===== src/rtl/trimmed_mean_window_filter_core_macros.svh =====
`ifndef TRIMMED_MEAN_WINDOW_FILTER_CORE_MACROS_SVH
`define TRIMMED_MEAN_WINDOW_FILTER_CORE_MACROS_SVH

// Clocked assertion that is switched off while reset is high.
`define TMWF_ASSERT(label, prop, msg) \
  label: assert property (@(posedge clk) disable iff (rst) (prop)) else $error(msg);

// Clocked assertion that also holds during reset.
`define TMWF_ASSERT_ALWAYS(label, prop, msg) \
  label: assert property (@(posedge clk) (prop)) else $error(msg);

`endif


===== src/rtl/tmwf_pkg.sv =====
`timescale 1ns / 1ps

package tmwf_pkg;

  localparam int unsigned SampleW = 16;

  typedef enum logic [1:0] {
    ST_IDLE,
    ST_SCAN,
    ST_DRAIN,
    ST_RESULT
  } tmwf_state_t;

  typedef struct packed {
    logic start;     // write the accepted sample and clear the accumulators
    logic scan;      // read the next window entry
    logic load_out;  // move the finished result into the output register
  } tmwf_cmd_t;

  typedef struct packed {
    logic last_addr; // the scan address is on the final entry
    logic out_free;  // the output register can take a result this cycle
  } tmwf_sts_t;

endpackage


===== src/rtl/tmwf_ram.sv =====
`timescale 1ns / 1ps

module tmwf_ram #(
  parameter int unsigned WIDTH = 16,
  parameter int unsigned DEPTH = 10
) (
  input  logic                     clk,
  input  logic                     we,
  input  logic [$clog2(DEPTH)-1:0] waddr,
  input  logic [WIDTH-1:0]         wdata,
  input  logic [$clog2(DEPTH)-1:0] raddr,
  output logic [WIDTH-1:0]         rdata
);

  logic [WIDTH-1:0] mem [DEPTH];

  always_ff @(posedge clk) begin
    if (we) begin
      mem[waddr] <= wdata;
    end
    rdata <= mem[raddr];
  end

endmodule


===== src/rtl/tmwf_ctrl.sv =====
`timescale 1ns / 1ps

`include "trimmed_mean_window_filter_core_macros.svh"

module tmwf_ctrl
  import tmwf_pkg::*;
(
  input  logic      clk,
  input  logic      rst,
  input  logic      in_valid,
  output logic      in_ready,
  input  tmwf_sts_t sts,
  output tmwf_cmd_t cmd
);

  tmwf_state_t state;
  tmwf_state_t state_next;

  always_ff @(posedge clk) begin
    if (rst) begin
      state <= ST_IDLE;
    end else begin
      state <= state_next;
    end
  end

  always_comb begin
    state_next   = state;
    cmd          = '0;
    in_ready     = 1'b0;
    case (state)
      ST_IDLE: begin
        // No item is taken while reset is high.
        in_ready = !rst;
        if (in_valid && !rst) begin
          cmd.start  = 1'b1;
          state_next = ST_SCAN;
        end
      end
      ST_SCAN: begin
        cmd.scan = 1'b1;
        if (sts.last_addr) begin
          state_next = ST_DRAIN;
        end
      end
      ST_DRAIN: begin
        state_next = ST_RESULT;
      end
      ST_RESULT: begin
        if (sts.out_free) begin
          cmd.load_out = 1'b1;
          state_next   = ST_IDLE;
        end
      end
      default: begin
        state_next = ST_IDLE;
      end
    endcase
  end

  `TMWF_ASSERT(a_accept_scan, in_valid && in_ready |=> state == ST_SCAN, "no scan after item")
  `TMWF_ASSERT(a_load_needs_room, cmd.load_out |-> sts.out_free, "load without room")
  `TMWF_ASSERT(a_drain_result, state == ST_DRAIN |=> state == ST_RESULT, "drain without result")
  `TMWF_ASSERT_ALWAYS(a_one_cmd, $onehot0({cmd.start, cmd.scan, cmd.load_out}), "command clash")

endmodule


===== src/rtl/tmwf_dp.sv =====
`timescale 1ns / 1ps

module tmwf_dp
  import tmwf_pkg::*;
#(
  parameter int unsigned WINDOW = 10,
  parameter int unsigned SHIFT  = 3
) (
  input  logic               clk,
  input  logic               rst,
  input  tmwf_cmd_t          cmd,
  output tmwf_sts_t          sts,
  input  logic [SampleW-1:0] sample,
  output logic               out_valid,
  input  logic               out_ready,
  output logic [SampleW-1:0] filtered
);

  localparam int unsigned AW   = $clog2(WINDOW);
  localparam int unsigned SUMW = SampleW + $clog2(WINDOW);

  logic [AW-1:0]      write_pos;
  logic [AW-1:0]      wp_next;
  logic [WINDOW-1:0]  valid_bits;
  logic [AW-1:0]      cnt;
  logic               dv;
  logic               rd_valid;
  logic [SampleW-1:0] rdata;
  logic [SampleW-1:0] rd_value;
  logic [SUMW-1:0]    acc_sum;
  logic [SampleW-1:0] acc_max;
  logic [SampleW-1:0] acc_min;
  logic [SUMW:0]      diff;
  logic [SUMW-1:0]    shifted;
  logic [SampleW-1:0] result;

  assign wp_next = (write_pos == AW'(WINDOW - 1)) ? '0 : write_pos + AW'(1);

  tmwf_ram #(
    .WIDTH(SampleW),
    .DEPTH(WINDOW)
  ) u_window (
    .clk  (clk),
    .we   (cmd.start),
    .waddr(wp_next),
    .wdata(sample),
    .raddr(cnt),
    .rdata(rdata)
  );

  // Entries never written since reset read as zero.
  assign rd_value = rd_valid ? rdata : '0;

  always_ff @(posedge clk) begin
    if (rst) begin
      write_pos  <= '0;
      valid_bits <= '0;
      cnt        <= '0;
      dv         <= 1'b0;
    end else begin
      dv <= cmd.scan;
      if (cmd.start) begin
        write_pos           <= wp_next;
        valid_bits[wp_next] <= 1'b1;
        cnt                 <= '0;
      end else if (cmd.scan) begin
        // The scan address wraps so that it never leaves the window.
        cnt <= sts.last_addr ? '0 : cnt + AW'(1);
      end
    end
  end

  always_ff @(posedge clk) begin
    rd_valid <= valid_bits[cnt];
    if (cmd.start) begin
      acc_sum <= '0;
      acc_max <= '0;
      acc_min <= '1;
    end else if (dv) begin
      acc_sum <= acc_sum + SUMW'(rd_value);
      if (rd_value > acc_max) begin
        acc_max <= rd_value;
      end
      if (rd_value < acc_min) begin
        acc_min <= rd_value;
      end
    end
  end

  assign diff    = {1'b0, acc_sum} - (SUMW + 1)'(acc_max) - (SUMW + 1)'(acc_min);
  assign shifted = diff[SUMW] ? '0 : (diff[SUMW-1:0] >> SHIFT);
  assign result  = (|shifted[SUMW-1:SampleW]) ? '1 : shifted[SampleW-1:0];

  always_ff @(posedge clk) begin
    if (rst) begin
      out_valid <= 1'b0;
    end else if (cmd.load_out) begin
      out_valid <= 1'b1;
    end else if (out_ready) begin
      out_valid <= 1'b0;
    end
  end

  always_ff @(posedge clk) begin
    if (cmd.load_out) begin
      filtered <= result;
    end
  end

  assign sts.last_addr = (cnt == AW'(WINDOW - 1));
  assign sts.out_free  = !out_valid || out_ready;

endmodule


===== src/rtl/trimmed_mean_window_filter_core.sv =====
`timescale 1ns / 1ps

// Trimmed-mean moving-average filter. Each accepted item carries one 16-bit
// unsigned sample, which replaces the oldest entry of a circular window of
// WINDOW samples; the window reads as all zeros after reset, so the first
// results include those zeros. Every item yields exactly one result item,
// filtered, equal to the sum of the window minus its largest and its smallest
// entry, shifted right by SHIFT and saturated to 65535. The block handles one
// item at a time: it writes the sample, reads the window back through the
// single read port of the sample RAM while the sum, maximum and minimum
// accumulate, lets the last read land, and then loads the result into the
// output register, waiting while that register still holds an untaken result.
// The result sits in an output register, so the next item is taken as soon as
// the result is loaded, even if the previous result has not yet been taken.
// The cleared window after reset comes from one valid bit per entry, so no
// clearing pass is needed and the block accepts an item in the first cycle
// after reset.

module trimmed_mean_window_filter_core
  import tmwf_pkg::*;
#(
  parameter int unsigned WINDOW = 10,
  parameter int unsigned SHIFT  = 3
) (
  input  logic               clk,
  input  logic               rst,
  input  logic               in_valid,
  output logic               in_ready,
  input  logic [SampleW-1:0] sample,
  output logic               out_valid,
  input  logic               out_ready,
  output logic [SampleW-1:0] filtered
);

  // Command and status traffic between the sequencer and the datapath.
  tmwf_cmd_t cmd;
  tmwf_sts_t sts;

  // The sequencer steps through write, scan, drain and result for each item.
  tmwf_ctrl u_ctrl (
    .clk     (clk),
    .rst     (rst),
    .in_valid(in_valid),
    .in_ready(in_ready),
    .sts     (sts),
    .cmd     (cmd)
  );

  // The datapath holds the window RAM, the accumulators and the output register.
  tmwf_dp #(
    .WINDOW(WINDOW),
    .SHIFT (SHIFT)
  ) u_dp (
    .clk      (clk),
    .rst      (rst),
    .cmd      (cmd),
    .sts      (sts),
    .sample   (sample),
    .out_valid(out_valid),
    .out_ready(out_ready),
    .filtered (filtered)
  );

endmodule

===== config.mk =====
export PLATFORM = sky130hd
export DESIGN_NAME = trimmed_mean_window_filter_core
export DESIGN_NICKNAME = d
export VERILOG_FILES = /design/src/rtl/tmwf_pkg.sv /design/src/rtl/tmwf_ram.sv /design/src/rtl/tmwf_ctrl.sv /design/src/rtl/tmwf_dp.sv /design/src/rtl/trimmed_mean_window_filter_core.sv
export VERILOG_INCLUDE_DIRS = /design/src /design/src/rtl
export SDC_FILE = /design/constraint.sdc
export NUM_CORES = 1
export LEC_CHECK = 0
export ABC_AREA = 1
export BUFFER_PORTS_ARGS = -buffer_cell sky130_fd_sc_hd__buf_2
export CORE_ASPECT_RATIO = 1.2
export CORE_UTILIZATION = 59
export CTS_CLUSTER_DIAMETER = 60
export DETAILED_ROUTE_END_ITERATION = 6
export GPL_ROUTABILITY_DRIVEN = 0
export MAX_ROUTING_LAYER = met4
export PLACE_DENSITY = 0.85
export SLEW_MARGIN = 20
export SYNTH_ARGS = -nofsm -noshare
export SYNTH_HDL_FRONTEND = slang
export SYNTH_SLANG_ARGS = --single-unit

===== constraint.sdc =====
create_clock -name clk -period 4.7 [get_ports clk]
set_clock_uncertainty 0.1 [all_clocks]
set_input_delay 0.235 -clock clk [delete_from_list [all_inputs] [get_ports clk]]
set_output_delay 0.235 -clock clk [all_outputs]
set_load 0.02 [all_outputs]

# Word-level counts from Yosys, hierarchy flattened
# Memories as Yosys holds them, arrays and structs flattened. A register that Yosys moved wholly into a read port is not among the register bits.
# Cells that the tools add are included.
[totals] regBits=91 ram_bits=160 in_bits=20 out_inout_bits=18 word_cells=65 mem_count=1
[memory_table] name="u_dp.u_window.mem" depth=10 width=16 read_ports=1 rd_ports_with_merged_regs=1 wr=1 line_no="tmwf_ram.sv:15" source="logic [WIDTH-1:0] mem [DEPTH];"
[op_classes] addsub=5 n_lt_le_gt_ge=5 n_eq_ne=8 muxes=22 bitwise=1 reduce_logical=12
[op_table] cell="20-bit by 16-bit subtractor with 21-bit output" n=1
[op_table] cell="21-bit by 16-bit subtractor with 21-bit output" n=1
[op_table] cell="20-bit by 16-bit adder with 20-bit output" n=1
[op_table] cell="17-bit two-way mux" n=1
[op_table] cell="16-bit greater-than comparator" n=1
[op_table] cell="16-bit < comparator" n=1
[op_table] cell="16-bit two-way mux" n=1
[op_table] cell="1-bit two-way mux" n=12
[op_table] cell="4-bit by 5-bit < comparator with 1-bit output, second input constant" n=2
[op_table] cell="10-bit bitwise OR" n=1
[op_table] cell="4-bit by 1-bit adder with 4-bit output, second input constant" n=2
[op_table] cell="4-bit equality test, second input constant" n=2
[op_table] cell="4-bit two-way mux" n=2
[op_table] cell="2-bit case mux with 4 select lines" n=1
[op_table] cell="2-bit two-way mux" n=3
[op_table] cell="1-bit binary-select mux with 4-bit select" n=1
[op_table] cell="1-bit demux with 4-bit select" n=1
[op_table] cell="2-bit equality test, second input constant" n=2
[op_table] cell="4-bit by 1-bit >= comparator with 1-bit output, second input constant" n=1
[op_table] cell="2-bit by 1-bit inequality test with 1-bit output, second input constant" n=2
[op_table] cell="2-bit AND reduction" n=2
[op_table] cell="4-bit OR reduction" n=1
[op_table] cell="3-bit AND reduction" n=1
[op_table] cell="2-bit by 1-bit equality test with 1-bit output, second input constant" n=1
[op_table] cell="other kinds (7)" n=9

# Logic depth before layout (Yosys ltp)
# Gate-level depths: netlist (run 1).
[logic_depth] depth_word=7 mapped_depth=17 mapped_depth_nobuf=15

# Modules after synthesis
# A second synthesis (run 1) with hierarchy kept.
[hier_totals] hier_cells=1697 area_unflattened_um2=14328.7
[modules_own_cells] mod="tmwf_ram" n_inst=1 cells_each=648 area_per_inst_um2=7134.3 seq_area_each_um2=5124.9
[modules_own_cells] mod="tmwf_dp" n_inst=1 cells_each=1014 area_per_inst_um2=6969.2 seq_area_each_um2=1941.9
[modules_own_cells] mod="tmwf_ctrl" n_inst=1 cells_each=35 area_per_inst_um2=225.2 seq_area_each_um2=40.0

# Least setup slack after synthesis (run 1)
# Ideal clock, no wire load.
[synth_timing] path_kind="reg2reg" from="reg u_ctrl.state[0]" to="mem u_dp.u_window.mem[9][0] (enable)" arrival_ns=2.464 required_ns=4.166 path_slack_ns=1.702 path_stages_with_launch=7 synth_period_minus_slack_ns=2.998 path_cell_list="dfxtp_1 > inv_1 > ha_1 > inv_1 > nor2_2 > inv_2 > nor4_1"
[synth_between] elab_chain_cells=4
[synth_lines] element="start, declared" line_no="tmwf_ctrl.sv:16" source="tmwf_state_t state;"
[synth_lines] element="start signal, assigned" line_no="tmwf_ctrl.sv:23" source="state <= state_next;"
[synth_lines] element="2-bit logical NOT" line_no="tmwf_ctrl.sv:31" source="case (state)"
[synth_lines] element="1-bit two-way mux" line_no="tmwf_ctrl.sv:31"
[synth_lines] element="1-bit two-way mux" line_no="tmwf_ram.sv:18" source="if (we) begin"
[synth_lines] element="1-bit two-way mux (not written as such)" line_no="tmwf_ram.sv:19" source="mem[waddr] <= wdata;"
[synth_lines] element="end, declared" line_no="tmwf_ram.sv:15"
# Every way passes these cells.

# Worst setup path in the final report (run 1)
[layout_timing] from="reg u_dp.rd_valid" to="reg u_dp.acc_max[8]"
[layout_between] elab_chain_cells=3
[layout_lines] element="start, declared" line_no="tmwf_dp.sv:27" source="logic rd_valid;"
[layout_lines] element="start signal, assigned" line_no="tmwf_dp.sv:74" source="rd_valid <= valid_bits[cnt];"
[layout_lines] element="16-bit two-way mux" line_no="tmwf_dp.sv:52" source="assign rd_value = rd_valid ? rdata : '0;"
[layout_lines] element="named net u_dp.rd_value[7]" line_no="tmwf_dp.sv:29" source="logic [SampleW-1:0] rd_value;"
[layout_lines] element="16-bit greater-than comparator" line_no="tmwf_dp.sv:81" source="if (rd_value > acc_max) begin"
[layout_lines] element="2-bit AND reduction (no line)"
[layout_lines] element="end signal, assigned" line_no="tmwf_dp.sv:82" source="acc_max <= rd_value;"
[layout_lines] element="end, declared" line_no="tmwf_dp.sv:31" source="logic [SampleW-1:0] acc_max;"
# The timed path passes the listed nets, and every way through them passes these cells.
# A chain may end at the register's enable or synchronous reset.

==> flow_summary.html, run 1 <==
<table>
<tr><th>Metric</th><th>Value</th></tr>
<tr><th colspan="2">Clock network</th></tr>
<tr><td>Deepest level of the CTS H-tree</td><td>1</td></tr>
<tr><td>Count of buffers added by post-CTS timing repair for setup</td><td>0</td></tr>
<tr><td>Quantity of gates resized following cts</td><td>0</td></tr>
<tr><td>TritonCTS sink count</td><td>267</td></tr>
<tr><td>Cts bufs inserted</td><td>26</td></tr>
<tr><td>Clock transition at the registers of the reported paths</td><td>0.07 ns</td></tr>
<tr><td>Root buffer selected by CTS</td><td>clkbuf_16</td></tr>
<tr><td>Bufs on Longest Clock Path</td><td>3</td></tr>
<tr><td>Clock tree from TritonCTS</td><td>yes</td></tr>
<tr><td>Clock latency on the worst-skew pair</td><td>0.53 ns</td></tr>
<tr><th colspan="2">Run status</th></tr>
<tr><td>Result of the run</td><td>complete, no violations</td></tr>
<tr><th colspan="2">Routing</th></tr>
<tr><td>Post-Route WL</td><td>30300 um</td></tr>
<tr><td>Count of vias placed by the detailed router</td><td>10378</td></tr>
<tr><td>Final routed DRC violation total</td><td>0</td></tr>
<tr><td>Initial drt markers</td><td>902</td></tr>
<tr><td>Via density</td><td>5.83</td></tr>
<tr><td>Number of routed nets with antenna violations</td><td>0</td></tr>
<tr><td>Number of iterations in the first detailed-routing pass</td><td>5</td></tr>
<tr><td>Detail-routed net length per standard cell</td><td>17.0 um</td></tr>
<tr><th colspan="2">Die</th></tr>
<tr><td>Cell row count</td><td>60</td></tr>
<tr><td>Placeable Area</td><td>22400 sq um</td></tr>
<tr><td>Die span in x</td><td>140 um</td></tr>
<tr><td>Starting Density</td><td>0.599</td></tr>
<tr><td>Floorplan die area</td><td>23300 sq um</td></tr>
<tr><td>Ports placed on the boundary</td><td>38</td></tr>
<tr><td>Chip Height</td><td>167 um</td></tr>
<tr><th colspan="2">Synthesis</th></tr>
<tr><td>Fraction of the mapped netlist area in simple logic gates</td><td>0.199</td></tr>
<tr><td>Ys flop type</td><td>edfxtp_1</td></tr>
<tr><td>Mapped Avg Cell Area</td><td>9.33 sq um</td></tr>
<tr><td>Seq/Total Area, Yosys</td><td>0.530</td></tr>
<tr><td>Adder-Cell Fraction of Synth Area</td><td>0.0874</td></tr>
<tr><td>Count of flip-flops with a built-in enable after synthesis</td><td>176</td></tr>
<tr><td>Number of register bits inferred by synthesis</td><td>267</td></tr>
<tr><td>Syn Inst Count</td><td>1436</td></tr>
<tr><td>Main combinational cell family by area after synthesis</td><td>simple AND/OR/NAND/NOR gates</td></tr>
<tr><td>Compound-gate portion of the synthesized area</td><td>0.111</td></tr>
<tr><td>Post-synthesis async set-or-reset flop share</td><td>0</td></tr>
<tr><td>Share of cell area taken by muxes after synthesis</td><td>0</td></tr>
<tr><td>Syn_nets</td><td>1540</td></tr>
<tr><td>Unique cell type count in the Yosys netlist</td><td>49</td></tr>
<tr><td>Post-Syn Area</td><td>13400 sq um</td></tr>
<tr><td>Warning count from the yosys run</td><td>0</td></tr>
<tr><td>Xor-xnor portion of the synthesized cell area</td><td>0.00915</td></tr>
<tr><th colspan="2">STA</th></tr>
<tr><td>Final period utilization</td><td>0.658</td></tr>
<tr><td>Worst Tran Pin Value</td><td>1.08 ns</td></tr>
<tr><td>Final total negative setup slack</td><td>0 ns</td></tr>
<tr><td>Minimum period implied by the final worst setup slack</td><td>3.09 ns</td></tr>
<tr><td>Post-layout worst setup margin</td><td>1.61 ns</td></tr>
<tr><td>Number of setup violations in the final report</td><td>0</td></tr>
<tr><td>Final Hold Fails</td><td>0</td></tr>
<tr><td>Achievable Freq</td><td>0.323 GHz</td></tr>
<tr><td>Final max-slew violation count</td><td>0</td></tr>
<tr><td>Normalized max-slew margin</td><td>0.280</td></tr>
<tr><td>Setup repair after global routing missed its margin</td><td>false</td></tr>
<tr><th colspan="2">Critical path</th></tr>
<tr><td>Worst-case reg-to-reg path depth</td><td>12</td></tr>
<tr><td>Cell with the most instances on the worst path</td><td>nand2_1</td></tr>
<tr><td>Critical path's largest stage delay</td><td>0.70 ns</td></tr>
<tr><td>Worst setup path end</td><td>u_dp.acc_max[8]$_SDFFE_PP0P_</td></tr>
<tr><td>Kind of critical path</td><td>reg2reg</td></tr>
<tr><td>Crit path max-delay cell type</td><td>nand2_1</td></tr>
<tr><td>Endpoint of the lowest-slack register-to-register path</td><td>u_dp.acc_max[8]$_SDFFE_PP0P_</td></tr>
<tr><td>Data required time at the worst endpoint</td><td>5.02 ns</td></tr>
<tr><td>Critical path arrival</td><td>3.41 ns</td></tr>
<tr><td>Minimum setup slack among reg-to-reg paths</td><td>1.61 ns</td></tr>
<tr><td>Critical Path Source Type</td><td>register</td></tr>
<tr><td>RR Startpoint</td><td>u_dp.rd_valid$_DFF_P_</td></tr>
<tr><td>CP cell instances</td><td>nand2_1 &gt; inv_1 &gt; ha_1 &gt; nand2_1 &gt; nor2_1 &gt; nand2_1 &gt; nand2_1 &gt; nand2_1 &gt; nand2_1 &gt; nand3_1 &gt; nand2_1 &gt; nor2_1</td></tr>
<tr><td>Kind of end point of the critical path</td><td>register</td></tr>
<tr><td>Launch point of the worst path</td><td>u_dp.rd_valid$_DFF_P_</td></tr>
<tr><td>Critical path fanouts, max</td><td>32</td></tr>
<tr><th colspan="2">Hold path</th></tr>
<tr><td>Kind of path behind the tightest hold check</td><td>in2reg</td></tr>
<tr><td>Worst Hold Depth</td><td>5</td></tr>
<tr><th colspan="2">Layout</th></tr>
<tr><td>Number of diodes added for antenna fixing</td><td>0</td></tr>
<tr><td>Area growth from synthesis to layout</td><td>9.87%</td></tr>
<tr><td>Footprint of the multi-input gates</td><td>5450 sq um</td></tr>
<tr><td>Flip-flop and latch area</td><td>7110 sq um</td></tr>
<tr><td>Final design area excluding fillers</td><td>14700 sq um</td></tr>
<tr><td>Commonest non-fill, non-tap cells in the layout</td><td>nand2_1, edfxtp_1, nor2_1</td></tr>
<tr><td># nets final</td><td>1584</td></tr>
<tr><td>Fraction of layout cells with a size suffix above 1</td><td>0.0860</td></tr>
<tr><td>Filler cells</td><td>1655</td></tr>
<tr><td>Most common cell after layout, fill and taps aside</td><td>nand2_1</td></tr>
<tr><th colspan="2">Power and ir drop</th></tr>
<tr><td>Largest voltage drop on the vdd net</td><td>356 uV</td></tr>
<tr><td>Cell leakage power</td><td>6.32 nW</td></tr>
<tr><td>Ratio of total power to cell area</td><td>648 nW/um^2</td></tr>
<tr><th colspan="2">Flow run</th></tr>
<tr><td>Maxcap violations</td><td>0</td></tr>
<tr><th colspan="2">GRT</th></tr>
<tr><td>Total Routing Usage GR</td><td>0.273</td></tr>
<tr><td>Via count of the first global-routing pass</td><td>10431</td></tr>
<tr><td>GR Overflow Total</td><td>0</td></tr>
<tr><td>Pin count of the biggest net entering global routing</td><td>62</td></tr>
<tr><td>Global-route wire length before repair</td><td>49300 um</td></tr>
<tr><td>Initial antenna violation count</td><td>0</td></tr>
<tr><th colspan="2">Placement</th></tr>
<tr><td>Area after DPL</td><td>13800 sq um</td></tr>
<tr><td>Post-Place Worst Slack</td><td>1.70 ns</td></tr>
<tr><td>Quantity of I/O buffers inserted on ports</td><td>37</td></tr>
<tr><td>Half-perimeter wire length after placement</td><td>19700 um</td></tr>
</table>
-- power breakdown --
group	total [mW]	internal [mW]	switching [mW]
clock	1.94	1.06	0.879
sequential	3.07	2.87	0.202
combinational	4.54	1.60	2.94
-- critical path, delay by kind of cell (launching register included) --
family | cells | cell delay [ns]
adder cells (fa/ha/maj) | 1 | 0.18
AND/OR/NAND/NOR | 10 | 1.85
buffers and inverters | 1 | 0.18
flip-flops | 1 | 0.68
-- worst min-delay path by stage --
stage | end | slack [ns] | from
6_report | u_ctrl.state[1]$_SDFFE_PP0P_ | 0.13 | in_valid
3_5_place_dp | u_dp.acc_min[14]$_SDFFE_PP1P_ | 0.34 | u_dp.acc_min[14]$_SDFFE_PP1P_
5_1_grt | u_ctrl.state[1]$_SDFFE_PP0P_ | 0.17 | in_valid
2_1_floorplan | u_dp.write_pos[1]$_SDFFE_PP0P_ | 0.20 | rst
4_1_cts | u_ctrl.state[1]$_SDFFE_PP0P_ | 0.11 | in_valid
3_3_place_gp | u_dp.acc_min[9]$_SDFFE_PP1P_ | 0.34 | u_dp.acc_min[9]$_SDFFE_PP1P_
-- layer usage --
metal,vias to the layer above,part of all wire,GRT usage
li1,4968,-,-
met1,4904,0.38,0.293
met2,394,0.52,0.498
met3,112,0.053,0.0315
met4,0,0.049,0.138
met5,-,0,-
-- area by class of cell --
| cell class | count | area share |
|---|---|---|
| Sequential cell | 267 | 0.483 |
| Multi-Input combinational cell | 966 | 0.370 |
| Clock buffer | 36 | 0.0482 |
| Inverter | 150 | 0.0382 |
| Timing Repair Buffer | 69 | 0.0321 |
| Tap cell | 279 | 0.0237 |
| Clock inverter | 12 | 0.00476 |
-- cells by family after synthesis --
group                    count (synthesis)
adder cells (fa/ha/maj)                 84
flip-flops                             267
XOR/XNOR                                14
AND/OR/NAND/NOR                        617
AO/OA/AOI/OAI                          251
buffers and inverters                  203
-- through the flow --
stage	instances	utilization	hold WS, ns	total power [mW]
after floorplan	1436	-	0.204	6.61
after global placement	1712	0.615	0.339	7.43
after detailed placement	1712	0.615	0.344	7.57
after CTS	1779	0.658	0.115	9.51
after global routing	1779	0.658	0.170	10.3
final	1779	0.658	0.129	9.54
-- what timing repair did --
action | CTS | global route
endpoints found under the setup margin | 0 | 0
hold endpoints to repair | 171 | 0
hold buffers | 19 | 0
-- synthesized netlist by cell type, drive strengths merged (13+ instances only) --
master	n	area share
nand2	315	0.093
edfxtp	176	0.39
nor2	159	0.046
inv	150	0.042
nand3	108	0.041
o21ai	100	0.037
dfxtp	91	0.14
a21oi	74	0.029
ha	68	0.063
buf	34	0.016
o211ai	22	0.012
a22oi	21	0.012
clkbuf	19	0.0053
fa	16	0.024
nor3	13	0.0060
-- registers in the layout (all words and copies together), names as in the netlist, 2 cells and up --
name,flops
u_ctrl.state,2
u_dp.acc_max,16
u_dp.acc_min,16
u_dp.acc_sum,20
u_dp.cnt,4
u_dp.filtered,16
u_dp.u_window.mem,160
u_dp.u_window.rdata,16
u_dp.valid_bits,10
u_dp.write_pos,4
No activity file was read; power rests on OpenSTA's default activity.
==> run 2, diff against run 1 <==
CORE_UTILIZATION = 57   (was 59)
PLACE_DENSITY = 0.86   (was 0.85)
clock period = 2.52 ns   (was 4.7 ns; I/O delays follow)
==> flow_summary.html, run 2 (synthesized netlist as in run 1, its figures left out) <==
<table>
<tr><th>Metric</th><th>Value</th></tr>
<tr><th colspan="2">Run status</th></tr>
<tr><td>Result of the run</td><td>complete, but fails checks</td></tr>
<tr><td>Violations in the final reports</td><td>DRC, setup timing</td></tr>
<tr><th colspan="2">Layout</th></tr>
<tr><td>Area growth from synthesis to layout</td><td>19.1%</td></tr>
<tr><td>Commonest non-fill, non-tap cells in the layout</td><td>nand2_1, edfxtp_1, nor2_1</td></tr>
<tr><td>Biggest register</td><td>u_dp.u_window.mem</td></tr>
<tr><td>Max FFs per register</td><td>160</td></tr>
<tr><td>Utilization after layout</td><td>0.690</td></tr>
<tr><td>Number of diodes added for antenna fixing</td><td>0</td></tr>
<tr><td>Filler cells</td><td>1507</td></tr>
<tr><td>Finished Layout Cells</td><td>1886</td></tr>
<tr><td># nets final</td><td>1655</td></tr>
<tr><td>Fraction of layout cells with a size suffix above 1</td><td>0.199</td></tr>
<tr><td>Largest registers ranked by flip-flop count</td><td>u_dp.u_window.mem x160, u_dp.acc_sum x20</td></tr>
<tr><td>Most common cell after layout, fill and taps aside</td><td>nand2_1</td></tr>
<tr><th colspan="2">Clock network</th></tr>
<tr><td>Clock transition at the registers of the reported paths</td><td>0.06 ns</td></tr>
<tr><td>TritonCTS sink count</td><td>267</td></tr>
<tr><td>Root buffer selected by CTS</td><td>clkbuf_16</td></tr>
<tr><td>Clock latency on the worst-skew pair</td><td>0.54 ns</td></tr>
<tr><td>Bufs on Longest Clock Path</td><td>3</td></tr>
<tr><td>Clock tree from TritonCTS</td><td>yes</td></tr>
<tr><td>Deepest level of the CTS H-tree</td><td>1</td></tr>
<tr><td>Cts bufs inserted</td><td>26</td></tr>
<tr><th colspan="2">Die</th></tr>
<tr><td>Placeable Area</td><td>23100 sq um</td></tr>
<tr><td>Chip Height</td><td>170 um</td></tr>
<tr><td>Die span in x</td><td>142 um</td></tr>
<tr><td>Floorplan die area</td><td>24100 sq um</td></tr>
<tr><td>Cell row count</td><td>61</td></tr>
<tr><td>Ports placed on the boundary</td><td>38</td></tr>
<tr><td>Starting Density</td><td>0.580</td></tr>
<tr><th colspan="2">Power and ir drop</th></tr>
<tr><td>Largest voltage drop on the vdd net</td><td>760 uV</td></tr>
<tr><td>Cell leakage power</td><td>6.81 nW</td></tr>
<tr><td>Ratio of total power to cell area</td><td>1410 nW/um^2</td></tr>
<tr><th colspan="2">STA</th></tr>
<tr><td>Normalized max-slew margin</td><td>0.566</td></tr>
<tr><td>Worst Tran Pin Value</td><td>0.649 ns</td></tr>
<tr><td>Post-layout worst setup margin</td><td>-0.0857 ns</td></tr>
<tr><td>Number of setup violations in the final report</td><td>15</td></tr>
<tr><td>Final period utilization</td><td>1.03</td></tr>
<tr><td>Achievable Freq</td><td>0.384 GHz</td></tr>
<tr><td>Final max-slew violation count</td><td>0</td></tr>
<tr><td>Minimum period implied by the final worst setup slack</td><td>2.61 ns</td></tr>
<tr><td>Final Hold Fails</td><td>0</td></tr>
<tr><td>Setup repair after global routing missed its margin</td><td>true</td></tr>
<tr><th colspan="2">Critical path</th></tr>
<tr><td>Critical path arrival</td><td>2.91 ns</td></tr>
<tr><td>Data required time at the worst endpoint</td><td>2.82 ns</td></tr>
<tr><td>Critical path fanouts, max</td><td>7</td></tr>
<tr><td>Endpoint of the lowest-slack register-to-register path</td><td>u_dp.filtered[14]$_SDFFCE_PP1P_</td></tr>
<tr><td>Worst-case reg-to-reg path depth</td><td>10</td></tr>
<tr><td>RR Startpoint</td><td>u_dp.acc_sum[8]$_SDFFE_PP0P_</td></tr>
<tr><td>Worst setup path end</td><td>u_dp.filtered[14]$_SDFFCE_PP1P_</td></tr>
<tr><td>Kind of critical path</td><td>reg2reg</td></tr>
<tr><td>Launch point of the worst path</td><td>u_dp.acc_sum[8]$_SDFFE_PP0P_</td></tr>
<tr><td>Minimum setup slack among reg-to-reg paths</td><td>-0.09 ns</td></tr>
<tr><td>Critical Path Source Type</td><td>register</td></tr>
<tr><td>Kind of end point of the critical path</td><td>register</td></tr>
<tr><th colspan="2">GRT</th></tr>
<tr><td>Global-route wire length before repair</td><td>52200 um</td></tr>
<tr><td>GR Overflow Total</td><td>0</td></tr>
<tr><td>Via count of the first global-routing pass</td><td>10833</td></tr>
<tr><td>Initial antenna violation count</td><td>0</td></tr>
<tr><td>Pin count of the biggest net entering global routing</td><td>54</td></tr>
<tr><td>Total Routing Usage GR</td><td>0.285</td></tr>
<tr><th colspan="2">Placement</th></tr>
<tr><td>Placed cells</td><td>1808</td></tr>
<tr><td>Half-perimeter wire length after placement</td><td>20600 um</td></tr>
<tr><td>Quantity of I/O buffers inserted on ports</td><td>37</td></tr>
<tr><th colspan="2">Routing</th></tr>
<tr><td>Initial drt markers</td><td>1084</td></tr>
<tr><td>Post-Route WL</td><td>34500 um</td></tr>
<tr><td>Count of vias placed by the detailed router</td><td>11126</td></tr>
<tr><td>Via density</td><td>5.90</td></tr>
<tr><td>Detail-routed net length per standard cell</td><td>18.3 um</td></tr>
<tr><td>Final routed DRC violation total</td><td>1</td></tr>
<tr><td>Number of iterations in the first detailed-routing pass</td><td>7</td></tr>
<tr><td>Number of routed nets with antenna violations</td><td>0</td></tr>
<tr><th colspan="2">Hold path</th></tr>
<tr><td>Kind of path behind the tightest hold check</td><td>in2reg</td></tr>
<tr><th colspan="2">Flow run</th></tr>
<tr><td>Maxcap violations</td><td>0</td></tr>
</table>
run 2: changes by cell type in the layout (fill, tap and decap cells not counted), moves of 15 or more:
cell	change
ha_4	+15
dfxtp_2	+25
buf_4	+65
ha_1	-16
inv_2	+15
nand2_1	-19
dfxtp_1	-25
inv_1	-15
run 2: cell type report:
class                   instances  area [sq um]  area share
flip-flops and latches        267          7140       0.447
repair buffers                138          1030      0.0647
well taps                     315           394      0.0247
multi-input cells             968          5970       0.374
clock buffers                  36           729      0.0457
inverters                     150           563      0.0353
clock inverters                12           135     0.00847
run 2: worst max-delay path, stage by stage, from the launching register on:
cell and delay, ns:
dfxtp_1 0.43, fa_1 0.51, ha_4 0.35, nand2_1 0.13, nor2_1 0.29, o21ai_1 0.13, nand2_1 0.09, nand2_2 0.10
nand3_4 0.17, nand3_1 0.10, nand2_1 0.07
run 2: per-stage QoR:
stage | setup WS [ns] | TNS, ns | hold slack, ns | area, sq um | power [mW]
2_1_floorplan | 0.0850 | 0 | 0.0951 | 13400 | 12.3
3_3_place_gp | -0.0368 | -0.332 | 0.312 | 14300 | 14.6
3_5_place_dp | -0.115 | -1.48 | 0.321 | 14300 | 14.9
4_1_cts | -0.000160 | -0.000160 | 0.0184 | 15600 | 19.9
5_1_grt | -0.211 | -2.42 | 0.0571 | 16000 | 23.7
6_report | -0.0857 | -0.915 | 0.0240 | 16000 | 22.4
run 2: metal layers:
layer | routed length (um) | GRT usage | vias up | part of all wire
met1 | 12100 | 0.299 | 5183 | 0.35
met5 | 0 | - | - | 0
met4 | 1940 | 0.141 | 0 | 0.056
met2 | 17800 | 0.523 | 646 | 0.52
li1 | - | - | 5120 | -
met3 | 2650 | 0.0402 | 177 | 0.077
run 2: worst min-delay path by stage:
stage / startpoint / end / slack, ns / depth (start not counted)
floorplan: rst / u_dp.write_pos[1]$_SDFFE_PP0P_ / 0.1 / 1
global placement: sample[9] / u_dp.u_window.mem[5][9]$_DFFE_PP_ / 0.31 / 1
detailed placement: sample[7] / u_dp.u_window.mem[1][7]$_DFFE_PP_ / 0.32 / 1
CTS: in_valid / u_dp.write_pos[0]$_SDFFE_PP0P_ / 0.02 / 5
global route: in_valid / u_ctrl.state[1]$_SDFFE_PP0P_ / 0.06 / 5
finish: in_valid / u_ctrl.state[1]$_SDFFE_PP0P_ / 0.02 / 5
run 2: repair_timing:
item,in CTS,in global routing
pin swaps,20,41
gates cloned,2,0
gates resized for setup,33,100
buffers inserted,0,9
hold buffers,19,0
endpoints found under the hold margin,172,0
endpoints found under the setup margin,15,22
run 2: report_power, final:
part | switching [mW] | internal (mW)
clock network | 1.69 | 2.25
logic | 7.53 | 5.27
registers | 0.339 | 5.37
total | 9.55 | 12.9
==> run 3, diff against run 2 <==
SKIP_CTS_REPAIR_TIMING = 1   (was unset)
==> flow_summary.html, run 3 (synthesized netlist as in run 1, its figures left out) <==
<table>
<tr><th>Metric</th><th>Value</th></tr>
<tr><th colspan="2">STA</th></tr>
<tr><td>Setup repair after global routing missed its margin</td><td>true</td></tr>
<tr><td>Achievable Freq</td><td>0.376 GHz</td></tr>
<tr><td>Final max-slew violation count</td><td>0</td></tr>
<tr><td>Worst hold margin</td><td>0.0199 ns</td></tr>
<tr><td>Worst Tran Pin Value</td><td>0.643 ns</td></tr>
<tr><td>Minimum period implied by the final worst setup slack</td><td>2.66 ns</td></tr>
<tr><td>Number of setup violations in the final report</td><td>15</td></tr>
<tr><td>Normalized max-slew margin</td><td>0.570</td></tr>
<tr><td>Final total negative setup slack</td><td>-1.23 ns</td></tr>
<tr><td>Final Hold Fails</td><td>0</td></tr>
<tr><td>Post-layout worst setup margin</td><td>-0.140 ns</td></tr>
<tr><td>Final period utilization</td><td>1.06</td></tr>
<tr><th colspan="2">Die</th></tr>
<tr><td>Starting Density</td><td>0.580</td></tr>
<tr><td>Cell row count</td><td>61</td></tr>
<tr><td>Floorplan die area</td><td>24100 sq um</td></tr>
<tr><td>Placeable Area</td><td>23100 sq um</td></tr>
<tr><td>Die span in x</td><td>142 um</td></tr>
<tr><td>Ports placed on the boundary</td><td>38</td></tr>
<tr><td>Chip Height</td><td>170 um</td></tr>
<tr><th colspan="2">Routing</th></tr>
<tr><td>Detail-routed net length per standard cell</td><td>18.4 um</td></tr>
<tr><td>Via density</td><td>5.92</td></tr>
<tr><td>Count of vias placed by the detailed router</td><td>11180</td></tr>
<tr><td>Final routed DRC violation total</td><td>1</td></tr>
<tr><td>Number of iterations in the first detailed-routing pass</td><td>7</td></tr>
<tr><td>Initial drt markers</td><td>1110</td></tr>
<tr><td>Number of routed nets with antenna violations</td><td>0</td></tr>
<tr><td>Post-Route WL</td><td>34800 um</td></tr>
<tr><th colspan="2">Layout</th></tr>
<tr><td>Biggest register</td><td>u_dp.u_window.mem</td></tr>
<tr><td>Most common cell after layout, fill and taps aside</td><td>nand2_1</td></tr>
<tr><td>Commonest non-fill, non-tap cells in the layout</td><td>nand2_1, edfxtp_1, nor2_1</td></tr>
<tr><td># nets final</td><td>1659</td></tr>
<tr><td>Finished Layout Cells</td><td>1890</td></tr>
<tr><td>Max FFs per register</td><td>160</td></tr>
<tr><td>Number of diodes added for antenna fixing</td><td>0</td></tr>
<tr><td>Footprint of the multi-input gates</td><td>5970 sq um</td></tr>
<tr><td>Area growth from synthesis to layout</td><td>19.4%</td></tr>
<tr><td>Fraction of layout cells with a size suffix above 1</td><td>0.205</td></tr>
<tr><td>Filler cells</td><td>1515</td></tr>
<tr><td>Utilization after layout</td><td>0.692</td></tr>
<tr><td>Largest registers ranked by flip-flop count</td><td>u_dp.u_window.mem x160, u_dp.acc_sum x20</td></tr>
<tr><td>Flip-flop and latch area</td><td>7140 sq um</td></tr>
<tr><th colspan="2">Placement</th></tr>
<tr><td>Half-perimeter wire length after placement</td><td>20600 um</td></tr>
<tr><td>Placed cells</td><td>1808</td></tr>
<tr><td>Quantity of I/O buffers inserted on ports</td><td>37</td></tr>
<tr><th colspan="2">Power and ir drop</th></tr>
<tr><td>Largest voltage drop on the vdd net</td><td>738 uV</td></tr>
<tr><td>Ratio of total power to cell area</td><td>1400 nW/um^2</td></tr>
<tr><td>Cell leakage power</td><td>6.83 nW</td></tr>
<tr><td>Post-layout power</td><td>22.4 mW</td></tr>
<tr><th colspan="2">Clock network</th></tr>
<tr><td>Root buffer selected by CTS</td><td>clkbuf_16</td></tr>
<tr><td>Clock latency on the worst-skew pair</td><td>0.55 ns</td></tr>
<tr><td>Clock transition at the registers of the reported paths</td><td>0.07 ns</td></tr>
<tr><td>Deepest level of the CTS H-tree</td><td>1</td></tr>
<tr><td>Clock tree from TritonCTS</td><td>yes</td></tr>
<tr><td>TritonCTS sink count</td><td>267</td></tr>
<tr><td>Cts bufs inserted</td><td>26</td></tr>
<tr><td>Bufs on Longest Clock Path</td><td>3</td></tr>
<tr><th colspan="2">Critical path</th></tr>
<tr><td>Critical path arrival</td><td>2.96 ns</td></tr>
<tr><td>RR Startpoint</td><td>u_dp.acc_max[15]$_SDFFE_PP0P_</td></tr>
<tr><td>Critical Path Source Type</td><td>register</td></tr>
<tr><td>Worst-case reg-to-reg path depth</td><td>11</td></tr>
<tr><td>Critical path fanouts, max</td><td>8</td></tr>
<tr><td>Data required time at the worst endpoint</td><td>2.82 ns</td></tr>
<tr><td>Endpoint of the lowest-slack register-to-register path</td><td>u_dp.filtered[11]$_SDFFCE_PP1P_</td></tr>
<tr><td>Minimum setup slack among reg-to-reg paths</td><td>-0.14 ns</td></tr>
<tr><td>Kind of critical path</td><td>reg2reg</td></tr>
<tr><td>Kind of end point of the critical path</td><td>register</td></tr>
<tr><th colspan="2">GRT</th></tr>
<tr><td>Via count of the first global-routing pass</td><td>10582</td></tr>
<tr><td>GR Overflow Total</td><td>0</td></tr>
<tr><td>Total Routing Usage GR</td><td>0.277</td></tr>
<tr><td>Global-route wire length before repair</td><td>50800 um</td></tr>
<tr><td>Initial antenna violation count</td><td>0</td></tr>
<tr><td>Pin count of the biggest net entering global routing</td><td>54</td></tr>
<tr><th colspan="2">Run status</th></tr>
<tr><td>Result of the run</td><td>complete, but fails checks</td></tr>
<tr><td>Violations in the final reports</td><td>DRC, setup timing</td></tr>
<tr><th colspan="2">Flow run</th></tr>
<tr><td>Maxcap violations</td><td>0</td></tr>
<tr><th colspan="2">Hold path</th></tr>
<tr><td>Worst Hold Depth</td><td>5</td></tr>
<tr><td>Kind of path behind the tightest hold check</td><td>in2reg</td></tr>
<tr><td>Hold EP</td><td>u_ctrl.state[1]$_SDFFE_PP0P_</td></tr>
<tr><td>Hold path startpoint</td><td>in_valid</td></tr>
</table>
-- run 3: layout make-up --
type | count | share of cell area
clock buffers | 36 | 0.0456
clock inverters | 12 | 0.00845
inverters | 150 | 0.0352
multi-input cells | 968 | 0.373
flip-flops and latches | 267 | 0.446
well taps | 315 | 0.0246
repair buffers | 142 | 0.0664
-- run 3: how the worst max path moves through the flow --
stage | from | end | slack (ns) | depth (start not counted)
after global routing | u_dp.acc_max[10]$_SDFFE_PP0P_ | u_dp.filtered[11]$_SDFFCE_PP1P_ | -0.18 | 11
final | u_dp.acc_max[15]$_SDFFE_PP0P_ | u_dp.filtered[11]$_SDFFCE_PP1P_ | -0.14 | 11
after floorplan | u_dp.acc_min[4]$_SDFFE_PP1P_ | u_dp.filtered[14]$_SDFFCE_PP1P_ | 0.09 | 12
after detailed placement | u_dp.acc_min[15]$_SDFFE_PP1P_ | u_dp.filtered[5]$_SDFFCE_PP1P_ | -0.12 | 9
after CTS | u_dp.acc_min[15]$_SDFFE_PP1P_ | u_dp.filtered[5]$_SDFFCE_PP1P_ | -0.13 | 9
after global placement | u_dp.acc_min[15]$_SDFFE_PP1P_ | u_dp.filtered[5]$_SDFFCE_PP1P_ | -0.04 | 9
-- run 3: worst max-delay path, stage by stage (launching register included) --
cell and delay (ns):
dfxtp_2 0.34, inv_2 0.05, fa_1 0.56, ha_4 0.35, nand2_2 0.08, nor2_4 0.11, inv_2 0.06, nor2_4 0.12
nand4_1 0.28, nand3_4 0.29, nand3_2 0.11, nand2_1 0.08
-- run 3: power by group --
part / internal [mW] / switching (mW) / total [mW]
clock: 2.25 / 1.69 / 3.94
sequential: 5.38 / 0.340 / 5.71
combinational: 5.29 / 7.46 / 12.8
total: 12.9 / 9.49 / 22.4
-- run 3: routing by layer --
layer,part of all wire,vias to the layer above,global-route usage
met5,0,-,-
met4,0.051,0,0.134
met3,0.077,176,0.0371
met2,0.52,649,0.506
met1,0.35,5231,0.293
li1,-,5124,-
-- run 3: metrics by stage --
| stage | setup WS [ns] | cell area [sq um] |
|---|---|---|
| after global routing | -0.182 | 16000 |
| after global placement | -0.0368 | 14300 |
| after detailed placement | -0.115 | 14300 |
| after floorplan | 0.0850 | 13400 |
| after CTS | -0.128 | 15200 |
| final | -0.140 | 16000 |
